<file path="config.mk">
export PLATFORM = sky130hd
export DESIGN_NAME = capacitor_bank_tuning_search_core
export DESIGN_NICKNAME = d
export VERILOG_FILES = /design/src/hdl/cbts_pkg.sv /design/src/hdl/cbts_datapath.sv /design/src/hdl/cbts_controller.sv /design/src/hdl/capacitor_bank_tuning_search_core.sv
export SDC_FILE = /design/constraint.sdc
export NUM_CORES = 1
export LEC_CHECK = 0
export BUFFER_PORTS_ARGS = -buffer_cell sky130_fd_sc_hd__buf_2
export CORE_MARGIN = 4
export CORE_UTILIZATION = 54
export DETAILED_ROUTE_END_ITERATION = 7
export GPL_TIMING_DRIVEN = 0
export PLACE_DENSITY = 0.75
export SYNTH_ARGS = -nofsm -noshare
export SYNTH_HDL_FRONTEND = slang
export SYNTH_HIERARCHICAL = 1
export SYNTH_SLANG_ARGS = --single-unit
</file>
<file path="constraint.sdc">
create_clock -name clk_i -period 13.61 [get_ports clk_i]
set_clock_uncertainty 0.15 [all_clocks]
set_input_delay 0.6805 -clock clk_i [delete_from_list [all_inputs] [get_ports clk_i]]
set_output_delay 0.6805 -clock clk_i [all_outputs]
set_load 0.02 [all_outputs]
</file>
<file path="src/hdl/cbts_pkg.sv">
// ----------------------------------------------------------------------------
// cbts_pkg
// Shared widths, constants, command type and capacitor ROM for the capacitor
// bank tuning search.
// ----------------------------------------------------------------------------
package cbts_pkg;

  localparam int TargetW         = 24;
  localparam int WordW           = 16;
  localparam int RomSize         = 16;
  localparam int RomIdxW         = 4;
  localparam int NumSwitchesDef  = 16;

  // Commands from the controller to the datapath.
  typedef struct packed {
    logic               start;     // capture target, clear the running total
    logic               step;      // decide the bit selected by idx
    logic               load_out;  // copy the decided word into the output register
    logic [RomIdxW-1:0] idx;       // bit under trial
  } cbts_cmd_t;

  // Capacitor values in whole picofarads, index 0 is the smallest.
  function automatic logic [TargetW-1:0] cap_pf(input logic [RomIdxW-1:0] idx);
    logic [TargetW-1:0] val;
    case (idx)
      4'd0:    val = 24'd150;
      4'd1:    val = 24'd330;
      4'd2:    val = 24'd680;
      4'd3:    val = 24'd1500;
      4'd4:    val = 24'd3300;
      4'd5:    val = 24'd6800;
      4'd6:    val = 24'd15000;
      4'd7:    val = 24'd33000;
      4'd8:    val = 24'd68000;
      4'd9:    val = 24'd100000;
      4'd10:   val = 24'd220000;
      4'd11:   val = 24'd330000;
      4'd12:   val = 24'd680000;
      4'd13:   val = 24'd1000000;
      4'd14:   val = 24'd2200000;
      4'd15:   val = 24'd4700000;
      default: val = '0;
    endcase
    return val;
  endfunction

endpackage

</file>
<file path="src/hdl/cbts_datapath.sv">
// ----------------------------------------------------------------------------
// cbts_datapath
// Running total, switch word and trial compare, plus the output register.
// ----------------------------------------------------------------------------
module cbts_datapath (
  input  logic                        clk_i,
  input  cbts_pkg::cbts_cmd_t         cmd_i,
  input  logic [cbts_pkg::TargetW-1:0] target_pf_i,
  output logic [cbts_pkg::WordW-1:0]   switch_word_o,
  output logic [cbts_pkg::TargetW-1:0] total_pf_o
);
  import cbts_pkg::*;

  logic [TargetW-1:0] target_q;
  logic [TargetW-1:0] total_q, total_d;
  logic [WordW-1:0]   word_q, word_d;
  logic [TargetW-1:0] trial;
  logic [WordW-1:0]   out_word_q;
  logic [TargetW-1:0] out_total_q;

  // The full bank sums to under 2^24, so the trial total cannot overflow.
  always_comb begin
    trial   = total_q + cap_pf(cmd_i.idx);
    total_d = total_q;
    word_d  = word_q;
    if (trial <= target_q) begin
      total_d = trial;
      word_d  = word_q | (WordW'(1) << cmd_i.idx);
    end
  end

  always_ff @(posedge clk_i) begin
    if (cmd_i.start) begin
      target_q <= target_pf_i;
      total_q  <= '0;
      word_q   <= '0;
    end else if (cmd_i.step) begin
      total_q  <= total_d;
      word_q   <= word_d;
    end
    if (cmd_i.load_out) begin
      out_word_q  <= word_d;
      out_total_q <= total_d;
    end
  end

  assign switch_word_o = out_word_q;
  assign total_pf_o    = out_total_q;

endmodule

</file>
<file path="src/hdl/cbts_controller.sv">
// ----------------------------------------------------------------------------
// cbts_controller
// Sequences the bit trials from the top switch down and owns both handshakes.
// ----------------------------------------------------------------------------
module cbts_controller #(
  parameter int NUM_SWITCHES = cbts_pkg::NumSwitchesDef
) (
  input  logic                clk_i,
  input  logic                rst_ni,
  input  logic                in_valid_i,
  output logic                in_stall_o,
  output logic                out_valid_o,
  input  logic                out_stall_i,
  output cbts_pkg::cbts_cmd_t cmd_o
);
  import cbts_pkg::*;

  localparam logic [RomIdxW-1:0] TopIdx = RomIdxW'(NUM_SWITCHES - 1);

  typedef enum logic {
    ST_IDLE,
    ST_RUN
  } state_e;

  state_e             state_q, state_d;
  logic [RomIdxW-1:0] idx_q, idx_d;
  logic               out_valid_q, out_valid_d;
  logic               last, out_free;

  always_comb begin
    last        = (idx_q == '0);
    out_free    = !out_valid_q || !out_stall_i;
    state_d     = state_q;
    idx_d       = idx_q;
    out_valid_d = out_valid_q && out_stall_i;
    cmd_o       = '0;
    cmd_o.idx   = idx_q;
    case (state_q)
      ST_IDLE: begin
        if (in_valid_i) begin
          cmd_o.start = 1'b1;
          idx_d       = TopIdx;
          state_d     = ST_RUN;
        end
      end
      ST_RUN: begin
        if (!last) begin
          cmd_o.step = 1'b1;
          idx_d      = idx_q - 1'b1;
        end else if (out_free) begin
          cmd_o.step     = 1'b1;
          cmd_o.load_out = 1'b1;
          out_valid_d    = 1'b1;
          state_d        = ST_IDLE;
        end
      end
      default: begin
        state_d = ST_IDLE;
      end
    endcase
  end

  always_ff @(posedge clk_i or negedge rst_ni) begin
    if (!rst_ni) begin
      state_q     <= ST_IDLE;
      idx_q       <= '0;
      out_valid_q <= 1'b0;
    end else begin
      state_q     <= state_d;
      idx_q       <= idx_d;
      out_valid_q <= out_valid_d;
    end
  end

  assign in_stall_o  = (state_q != ST_IDLE);
  assign out_valid_o = out_valid_q;

endmodule

</file>
<file path="src/hdl/capacitor_bank_tuning_search_core.sv">
// ----------------------------------------------------------------------------
// capacitor_bank_tuning_search_core
// Throughput: the single trial adder and compare decide one switch bit per
//   cycle, holding on the last bit while the previous result is stalled.
// Reset: rst_ni is asynchronous and active low; it clears the controller
//   state and the output valid. The datapath registers need no reset.
// ----------------------------------------------------------------------------
//
// The search is a greedy successive approximation over a fixed bank of
// capacitors. Starting from the highest switch in use, each cycle adds that
// capacitor to the running total and keeps the switch when the trial total
// does not exceed the target. The outcome is not above the target, but is not
// always the largest sum nor the nearest; a zero target yields an all-open word.
//
// The controller accepts a word only while it is idle. The final bit decision
// is written straight into the output register, which lets a result wait for
// the downstream side while the next input word is already being accepted.
// Should the previous result still be stalled when the last bit is reached,
// the controller holds on that bit until the output register frees up.
//
// Switch bits at or above NUM_SWITCHES are never set.
module capacitor_bank_tuning_search_core #(
  parameter int NUM_SWITCHES = cbts_pkg::NumSwitchesDef
) (
  input  logic                         clk_i,
  input  logic                         rst_ni,
  input  logic                         in_valid_i,
  output logic                         in_stall_o,
  input  logic [cbts_pkg::TargetW-1:0] target_pf_i,
  output logic                         out_valid_o,
  input  logic                         out_stall_i,
  output logic [cbts_pkg::WordW-1:0]   switch_word_o,
  output logic [cbts_pkg::TargetW-1:0] total_pf_o
);
  import cbts_pkg::*;

  // Command bundle from the sequencer to the arithmetic.
  cbts_cmd_t cmd;

  cbts_controller #(
    .NUM_SWITCHES(NUM_SWITCHES)
  ) u_ctrl (
    .clk_i      (clk_i),
    .rst_ni     (rst_ni),
    .in_valid_i (in_valid_i),
    .in_stall_o (in_stall_o),
    .out_valid_o(out_valid_o),
    .out_stall_i(out_stall_i),
    .cmd_o      (cmd)
  );

  cbts_datapath u_dp (
    .clk_i        (clk_i),
    .cmd_i        (cmd),
    .target_pf_i  (target_pf_i),
    .switch_word_o(switch_word_o),
    .total_pf_o   (total_pf_o)
  );

endmodule

</file>
# [Word level (Yosys, flattened, before mapping)]
# Memories as Yosys holds them, arrays and structs flattened.
# Cells that the tools add are included.
[word_totals] reg_bits=110 mem_bits_ro=336 memories=1 output_inout_bits=42 word_cells=40 input_bits=28
[classes] shift=1 add_sub_neg=2 eq_ne=2 magnitude_cmp=1 muxes=17 n_reduce_logical=6 bitwise_logic=2
[mem_list] memory="(name not given)" words=16 width=21 rd=1 rd_clocked_by_memory_dff=0 write_ports=0 line="cbts_pkg.sv:25" source="case (idx)"
[op_table] operator="$add A24 B24 Y24" n=1
[op_table] operator="$le A24 B24 Y1" n=1
[op_table] operator="$mux W24" n=1
[op_table] operator="$mux W16" n=1
[op_table] operator="$or A16 B16 Y16" n=1
[op_table] operator="$shl A1 B4 Y16 const A" n=1
[op_table] operator="$mux W1" n=9
[op_table] operator="$mux W4" n=2
[op_table] operator="$pmux W4 S2" n=1
[op_table] operator="$logic_not A4 Y1" n=1
[op_table] operator="$mux W2" n=2
[op_table] operator="$ne A2 B2 Y1 const B" n=2
[op_table] operator="$sub A4 B1 Y4 const B" n=1
[op_table] operator="$logic_not A1 Y1" n=2
[op_table] operator="$pmux W1 S2" n=1
[op_table] operator="$reduce_and A2 Y1" n=1
[op_table] operator="$logic_and A1 B1 Y1" n=1
[op_table] operator="$logic_or A1 B1 Y1" n=1
[op_table] operator="$not A1 Y1" n=1

# [Longest topological paths before layout]
# Gate-level depths: netlist (run 1).
[logic_depth] depth_word=5 depth_mapped=26

# [Hierarchy]
# The synthesis (run 1) kept the hierarchy.
[modules_own_cells] module="cbts_datapath" instances=1 area_per_inst_um2=5790.6 cells_each=619
[modules_own_cells] module="cbts_controller" instances=1 area_per_inst_um2=326.6 cells_each=32

# [Least setup slack after synthesis (run 1)]
# Ideal clock, no wire load.
[synth_timing] kind="flip-flop to flip-flop" from="register u_ctrl.idx_q[2]" to="register u_dp.out_total_q[2] (netlist: u_dp/total_pf_o[2]), data pin" path_stages_with_launch=22 t_required_ps=13202 synth_period_minus_slack_ps=5205 arrival_time_ps=4797 setup_time_ps=258 setup_slack_ps=8405 cell_sequence="dfrtp_1 clkbuf_1 clkbuf_1 buf_1 nor3_1 ha_1 inv_1 fa_1 nand2b_1 a211oi_2 o21ai_1 and3_1 or4_1 o211ai_1 ha_1 nand4_1 and4bb_2 a2111o_1 o21ai_4 buf_2 buf_2 a21oi_1"
[synth_via] elab_chain_cells=4
[synth_lines] element="start, declared" line="cbts_controller.sv:26" source="logic [RomIdxW-1:0] idx_q, idx_d;"
[synth_lines] element="start signal, assigned" line="cbts_controller.sv:70" source="idx_q <= idx_d;"
[synth_lines] element="$mem_v2 Z16 W21 (*)"
[synth_lines] element="$add A24 B24 Y24 (*)" line="cbts_datapath.sv:23" source="trial = total_q + cap_pf(cmd_i.idx);"
[synth_lines] element="$le A24 B24 Y1" line="cbts_datapath.sv:26" source="if (trial <= target_q) begin"
[synth_lines] element="$mux W24 (*)" line="cbts_datapath.sv:26"
[synth_lines] element="via u_dp.total_d[2]" line="cbts_datapath.sv:15" source="logic [TargetW-1:0] total_q, total_d;"
[synth_lines] element="end signal, assigned" line="cbts_datapath.sv:43" source="out_total_q <= total_d;"
[synth_lines] element="end, declared" line="cbts_datapath.sv:19" source="logic [TargetW-1:0] out_total_q;"
# Mark *: on every way through the listed nets, which the timed path passes. The rest lies on a longest branch.
# A chain may end at the register's enable or synchronous reset.

# [Worst setup path after layout (run 1)]
# Ends and elaborated chain as after synthesis.

==> flow_metrics.env, run 1 <==
export IMPL_row_count=38
export IMPL_startpoint_type="register"
export IMPL_period_needed_ps=6470
export IMPL_grt_first_pass_wirelength_um=24000
export IMPL_slew_viol_final=0
export IMPL_dp_cells=860
export IMPL_insertion_delay_ps=350
export IMPL_post_cts_buffers=0
export IMPL_r2r_slack_ps=7140
export IMPL_wl_um=14800
export IMPL_start_util_pct=55.7
export IMPL_hp_class="register to register"
export IMPL_final_nets=814
export IMPL_dieHeight_um=114
export IMPL_synth_top_family_by_area="compound AO/OA/AOI/OAI gates"
export IMPL_grt_ovfl_total=0
export IMPL_antenna_found_initial=0
export IMPL_design_core_area_mm2=0.0110
export IMPL_hold_violations=0
export IMPL_ys_seq_area_share_pct=46.1
export IMPL_hpwlAfterDp_um=11300
export IMPL_cts_root_buf="clkbuf_16"
export IMPL_synth_fa_ha_area_share_pct=11.2
export IMPL_chipWidth_um=114
export IMPL_synth_top_area_share_pct=30.9
export IMPL_numPortBuffers=68
export IMPL_clk_pin_slew_ps=70
export IMPL_crit_path_end_kind="register"
export IMPL_hp_start="u_dp/word_q[1]"
export IMPL_crit_start="u_ctrl/idx_q[2]"
export IMPL_slew_headroom_pct=42.1
export IMPL_synthXorXnorAreaFrac_pct=2.86
export IMPL_mostFrequentLayoutCells="nand2_1, buf_2, edfxtp_1"
export IMPL_track_usage_pct=23.3
export IMPL_period_share_pct=47.5
export IMPL_area_growth_pct=14.2
export IMPL_syn_inst=651
export IMPL_gp_congestion=0.915
export IMPL_drc=0
export IMPL_fin_cells=877
export IMPL_maxCapViolations=0
export IMPL_cts_path_max_buffers=2
export IMPL_yosys_cell_types_count=67
export IMPL_rsz0062_at_grt="no"
export IMPL_dr_pass1_iters=5
export IMPL_netlist_area_mm2=0.00612
export IMPL_fillers=947
export IMPL_cts_tree="done"
export IMPL_synth_compound_area_share_pct=17.6
export IMPL_ant_nets=0
export IMPL_ioPinCount=70
export IMPL_setup_violations=0
export IMPL_cp_data_arrival_time_ps=6410
export IMPL_yosys_warnings=6
export IMPL_synth_edf_count=63
export IMPL_grt_max_degree=30
export IMPL_grt_pass1_vias=4841
export IMPL_synth_top_flop_cell="edfxtp_1"
export IMPL_synthMuxAreaShare_pct=0.368
export IMPL_cts_hold_buf=1
export IMPL_hold_path_end="u_dp/word_q[1]"
export IMPL_whs_path_depth=2
export IMPL_worst_slew_pin_slew_ps=867
export IMPL_antennaDiodeCount=0
export IMPL_dieArea_mm2=0.0131
export IMPL_final_common_cell="nand2_1"
export IMPL_hold_slack_ps=327
export IMPL_drive_gt1_share_pct=16.6
export IMPL_synth_async_reset_ratio_pct=5.56
export IMPL_numCtsBuffers=9
export IMPL_synth_nets=733
export IMPL_reg2reg_depth=22
export IMPL_worst_slack_ps=7140
export IMPL_cp_max_fo=10
export IMPL_first_iter_violations=348
export IMPL_synth_simple_area_share_pct=16.6
export IMPL_vias=4974
export IMPL_cts_sinks=108
export IMPL_via_per_inst=5.67
export IMPL_crit_required_ps=13550
export IMPL_synth_area_leader_cell="edfxtp_1"
export IMPL_fmax_mhz=155
export IMPL_crit_type="register to register"
export IMPL_yosys_register_bits=108
export IMPL_preCtsSetupSlack_ps=7230
export IMPL_synth_area_top_cells="edfxtp_1, dfxtp_1, ha_1"
export IMPL_setup_tns_ps=0
export IMPL_wl_per_cell_um=16.9
export IMPL_synth_avg_cell_area_um2=9.40
export IMPL_r2r_end="u_dp/total_pf_o[2]"
export IMPL_status="complete, no violations"
export IMPL_ctsResizeCount=0
export IMPL_h_tree_depth=3
export IMPL_timing_rr_start="u_ctrl/idx_q[2]"
-- cells in the mapped netlist (all sizes together), types with 3 or more instances --
master / n
nand3: 6
nand2b: 6
dfrtp: 6
nor2b: 4
a21oi: 55
o21ai: 18
a211oi: 9
nor3: 5
nand2: 128
a221oi: 3
dfxtp: 39
o31ai: 3
and3: 3
edfxtp: 63
clkbuf: 18
nor2: 59
and2: 4
ha: 53
nand4: 4
inv: 42
a31oi: 17
a21o: 20
or3: 3
xor2: 7
buf: 13
xnor2: 13
a31o: 10
-- metal layers --
| metal | track usage [%] | vias up | wire [µm] |
|---|---|---|---|
| met1 | 30.4 | 2330 | 6640 |
| met3 | 6.08 | 19 | 913 |
| met4 | 5.78 | 0 | 216 |
| li1 | - | 2456 | - |
| met5 | 0 | - | 0 |
| met2 | 38.8 | 169 | 7040 |
-- critical path, cell delays in order, from the launching register on --
cell and delay, ps:
dfrtp_1 440, clkbuf_1 210, clkbuf_1 290, buf_1 310
nor3_1 280, ha_1 250, inv_1 70, fa_1 410
nand2b_1 200, a211oi_2 260, o21ai_1 160, a31oi_1 300
and3b_1 230, o21ai_1 90, xnor2_1 320, ha_1 320
nand4_1 200, and4bb_2 270, a2111o_1 390, o21ai_4 310
buf_2 290, buf_2 310, a21oi_1 130
-- cells by family (layout without fill, tap and decap cells) --
family | count (synthesis) | after routing
AO/OA/AOI/OAI | 160 | 160
adder cells (fa/ha/maj) | 54 | 54
flip-flops | 108 | 108
AND/OR/NAND/NOR | 233 | 233
buffers and inverters | 73 | 159
multiplexers | 2 | 2
other | 1 | 1
XOR/XNOR | 20 | 20
-- worst max-delay path by stage --
stage | slack [ps] | cells past startpoint | end
2_1_floorplan | 8400 | 21 | u_dp/total_pf_o[2]
3_3_place_gp | 7290 | 22 | u_dp/total_pf_o[2]
3_5_place_dp | 7230 | 22 | u_dp/total_pf_o[2]
4_1_cts | 7190 | 22 | u_dp/total_pf_o[2]
5_1_grt | 6860 | 22 | u_dp/total_pf_o[2]
6_report | 7140 | 22 | u_dp/total_pf_o[2]
-- area by class of cell --
| class | instances | area (µm²) | area share [%] |
|---|---|---|---|
| multi-input cells | 470 | 3000 | 42.9 |
| inverters | 42 | 158 | 2.26 |
| repair buffers | 70 | 378 | 5.41 |
| clock buffers | 12 | 278 | 3.98 |
| plain buffers | 31 | 158 | 2.26 |
| clock inverters | 4 | 20.0 | 0.287 |
| flip-flops and latches | 108 | 2820 | 40.4 |
| well taps | 140 | 175 | 2.51 |
-- sequential cells by signal, summed over array words and instances, names as in the netlist --
name	cells
u_ctrl/idx_q	4
u_ctrl/in_stall_o	1
u_ctrl/out_valid_o	1
u_dp/switch_word_o	16
u_dp/target_q	24
u_dp/total_pf_o	23
u_dp/total_q	23
u_dp/word_q	16
-- metrics by stage --
step                      area, µm²  util [%]
after floorplan                6120         -
after global placement         6630      60.4
after detailed placement       6680      60.8
after CTS                      6990      63.6
after global routing           6990      63.6
final                          6990      63.6
Power of run 1 is left out: the tool's default activity adds up to more than one toggle a clock period on the data nets, which glitch-free logic cannot reach.
==> inputs of run 2 (changes only) <==
--- a/config.mk
+++ b/config.mk
@@ -7,10 +7,10 @@
 export LEC_CHECK = 0
 export BUFFER_PORTS_ARGS = -buffer_cell sky130_fd_sc_hd__buf_2
 export CORE_MARGIN = 4
-export CORE_UTILIZATION = 54
+export CORE_UTILIZATION = 53
 export DETAILED_ROUTE_END_ITERATION = 7
 export GPL_TIMING_DRIVEN = 0
-export PLACE_DENSITY = 0.75
+export PLACE_DENSITY = 0.76
 export SYNTH_ARGS = -nofsm -noshare
 export SYNTH_HDL_FRONTEND = slang
 export SYNTH_HIERARCHICAL = 1
==> constraint.sdc (replaced) <==
create_clock -name clk_i -period 5.7 [get_ports clk_i]
set_clock_uncertainty 0.15 [all_clocks]
set_input_delay 0.285 -clock clk_i [delete_from_list [all_inputs] [get_ports clk_i]]
set_output_delay 0.285 -clock clk_i [all_outputs]
set_load 0.02 [all_outputs]
==> run 2 against run 1 <==
Compared with the run above:
- final area grew 7.8%
- routed wire length rose by 6.2%
- register-to-register slack worse by 7000 ps
- maximum frequency is 17% higher
- count of clock-buffer cells in the layout up 4
- highest routed layer unchanged
==> flow_metrics.env, run 2 (synthesis gave the netlist of run 1 again) <==
export IMPL_cts_tree="done"
export IMPL_reg2reg_depth=21
export IMPL_startpoint_type="register"
export IMPL_start_util_pct=55.2
export IMPL_r2r_end="u_dp/total_pf_o[23]"
export IMPL_worstPathCellList="buf_4, buf_4, nor3_2, ha_2, inv_1, fa_1, nand2b_4, a211oi_2, o21ai_2, and3_2, or4_1, o211ai_1, ha_1, nand4_1, and4bb_2, a2111o_1, o21ai_4, inv_2, buf_2, nor2_1, xor2_1"
export IMPL_cts_root_buf="clkbuf_16"
export IMPL_final_nets=851
export IMPL_hold_violations=0
export IMPL_insertion_delay_ps=350
export IMPL_gp_congestion=0.909
export IMPL_cp_endpoint="u_dp/total_pf_o[23]"
export IMPL_wl_um=15700
export IMPL_cts_path_max_buffers=2
export IMPL_cts_sinks=108
export IMPL_dp_cells=860
export IMPL_regMostFlops="u_dp/target_q"
export IMPL_h_tree_depth=3
export IMPL_antennaDiodeCount=0
export IMPL_crit_type="register to register"
export IMPL_timing_rr_start="u_ctrl/idx_q[2]"
export IMPL_first_iter_violations=454
export IMPL_vias=5174
export IMPL_hp_class="input port to register"
export IMPL_grt_max_degree=30
export IMPL_cp_max_fo=10
export IMPL_fmax_mhz=181
export IMPL_worst_slew_pin_slew_ps=889
export IMPL_via_per_inst=5.66
export IMPL_crit_start="u_ctrl/idx_q[2]"
export IMPL_max_stage_delay_ps=510
export IMPL_dieHeight_um=115
export IMPL_grt_ovfl_total=0
export IMPL_maxCapViolations=0
export IMPL_grt_pass1_vias=5039
export IMPL_fin_cells=914
export IMPL_ioPinCount=70
export IMPL_status="complete, no violations"
export IMPL_drive_gt1_share_pct=23.1
export IMPL_dr_pass1_iters=7
export IMPL_crit_top_cell="buf_4"
export IMPL_crit_path_end_kind="register"
export IMPL_period_share_pct=96.8
export IMPL_track_usage_pct=24.2
export IMPL_setup_violations=0
export IMPL_clk_pin_slew_ps=70
export IMPL_numPortBuffers=68
export IMPL_r2r_slack_ps=180
export IMPL_slew_headroom_pct=40.6
export IMPL_ant_nets=0
export IMPL_cp_data_arrival_time_ps=5470
export IMPL_area_growth_pct=23.2
export IMPL_antenna_found_initial=0
export IMPL_largest_reg_flops=24
export IMPL_chipWidth_um=115
export IMPL_mostFrequentLayoutCells="nand2_1, buf_2, edfxtp_1"
export IMPL_cp_slowest_cell="or4_1"
export IMPL_design_core_area_mm2=0.0111
export IMPL_grt_first_pass_wirelength_um=24800
export IMPL_period_needed_ps=5520
export IMPL_numCtsBuffers=9
export IMPL_hpwlAfterDp_um=11000
export IMPL_final_common_cell="nand2_1"
export IMPL_wl_per_cell_um=17.2
export IMPL_row_count=38
export IMPL_crit_required_ps=5650
export IMPL_dieArea_mm2=0.0133
export IMPL_drc=0
export IMPL_slew_viol_final=0
run 2: cell types whose count changed in the layout (fill, tap and decap cells not counted), moves of 4 or more:
cell           change
clkbuf_1           -7
dfrtp_2            +4
dlygate4sd3_1     +24
buf_4             +18
nor2_1             -4
dfrtp_1            -4
run 2: how the worst min path moves through the flow:
stage	start	end	slack, ps	cells past startpoint
2_1_floorplan	rst_ni	u_ctrl/idx_q[0]	-160	0
5_1_grt	out_stall_i	u_ctrl/out_valid_o	90	3
4_1_cts	out_stall_i	u_ctrl/out_valid_o	70	3
3_3_place_gp	rst_ni	u_ctrl/idx_q[3]	-40	1
6_report	out_stall_i	u_ctrl/out_valid_o	80	3
3_5_place_dp	rst_ni	u_ctrl/idx_q[2]	-30	1
run 2: timing repair:
item / 4_1_cts / 5_1_grt
endpoints found under the setup margin: 78 / 78
gates resized for setup: 17 / 44
gates cloned: 0 / 0
setup buffers: 7 / 9
endpoints found under the hold margin: 30 / 0
hold buffers: 25 / 0
pin swaps: 2 / 14
run 2: metal layers:
metal,up-vias,share of wire [%],track usage (%)
met3,33,5.5,3.71
li1,2531,-,-
met1,2445,44,31.4
met2,165,48,40.2
met4,0,3.0,10.3
met5,-,0,0
run 2: final cells by class:
class | instances | area (µm²)
clock buffers | 16 | 302
multi-input cells | 470 | 3160
inverters | 42 | 161
plain buffers | 28 | 170
fillers | 876 | 3540
repair buffers | 110 | 742
well taps | 140 | 175
flip-flops and latches | 108 | 2830
run 2: metrics by stage:
stage	cell area (µm²)	utilization, %	TNS, ps	hold slack, ps	setup slack (ps)
3_5_place_dp	6680	60.3	-31050	-33.6	-630
2_1_floorplan	6120	-	0	-161	495
6_report	7530	68.0	0	82.2	180
5_1_grt	7530	68.0	-1640	93.6	-82.8
3_3_place_gp	6630	59.9	-33730	-36.6	-655
4_1_cts	7320	66.1	0	75.0	31.3
run 2: critical path, delay by kind of cell (launching register included):
| kind | cells | cell delay [ps] |
|---|---|---|
| fa+ha+maj | 3 | 930 |
| simple gates | 7 | 1610 |
| buf+inv | 5 | 790 |
| flops | 1 | 420 |
| compound gates | 5 | 1270 |
| xor+xnor | 1 | 80 |
Power of run 2 is left out for the same reason.
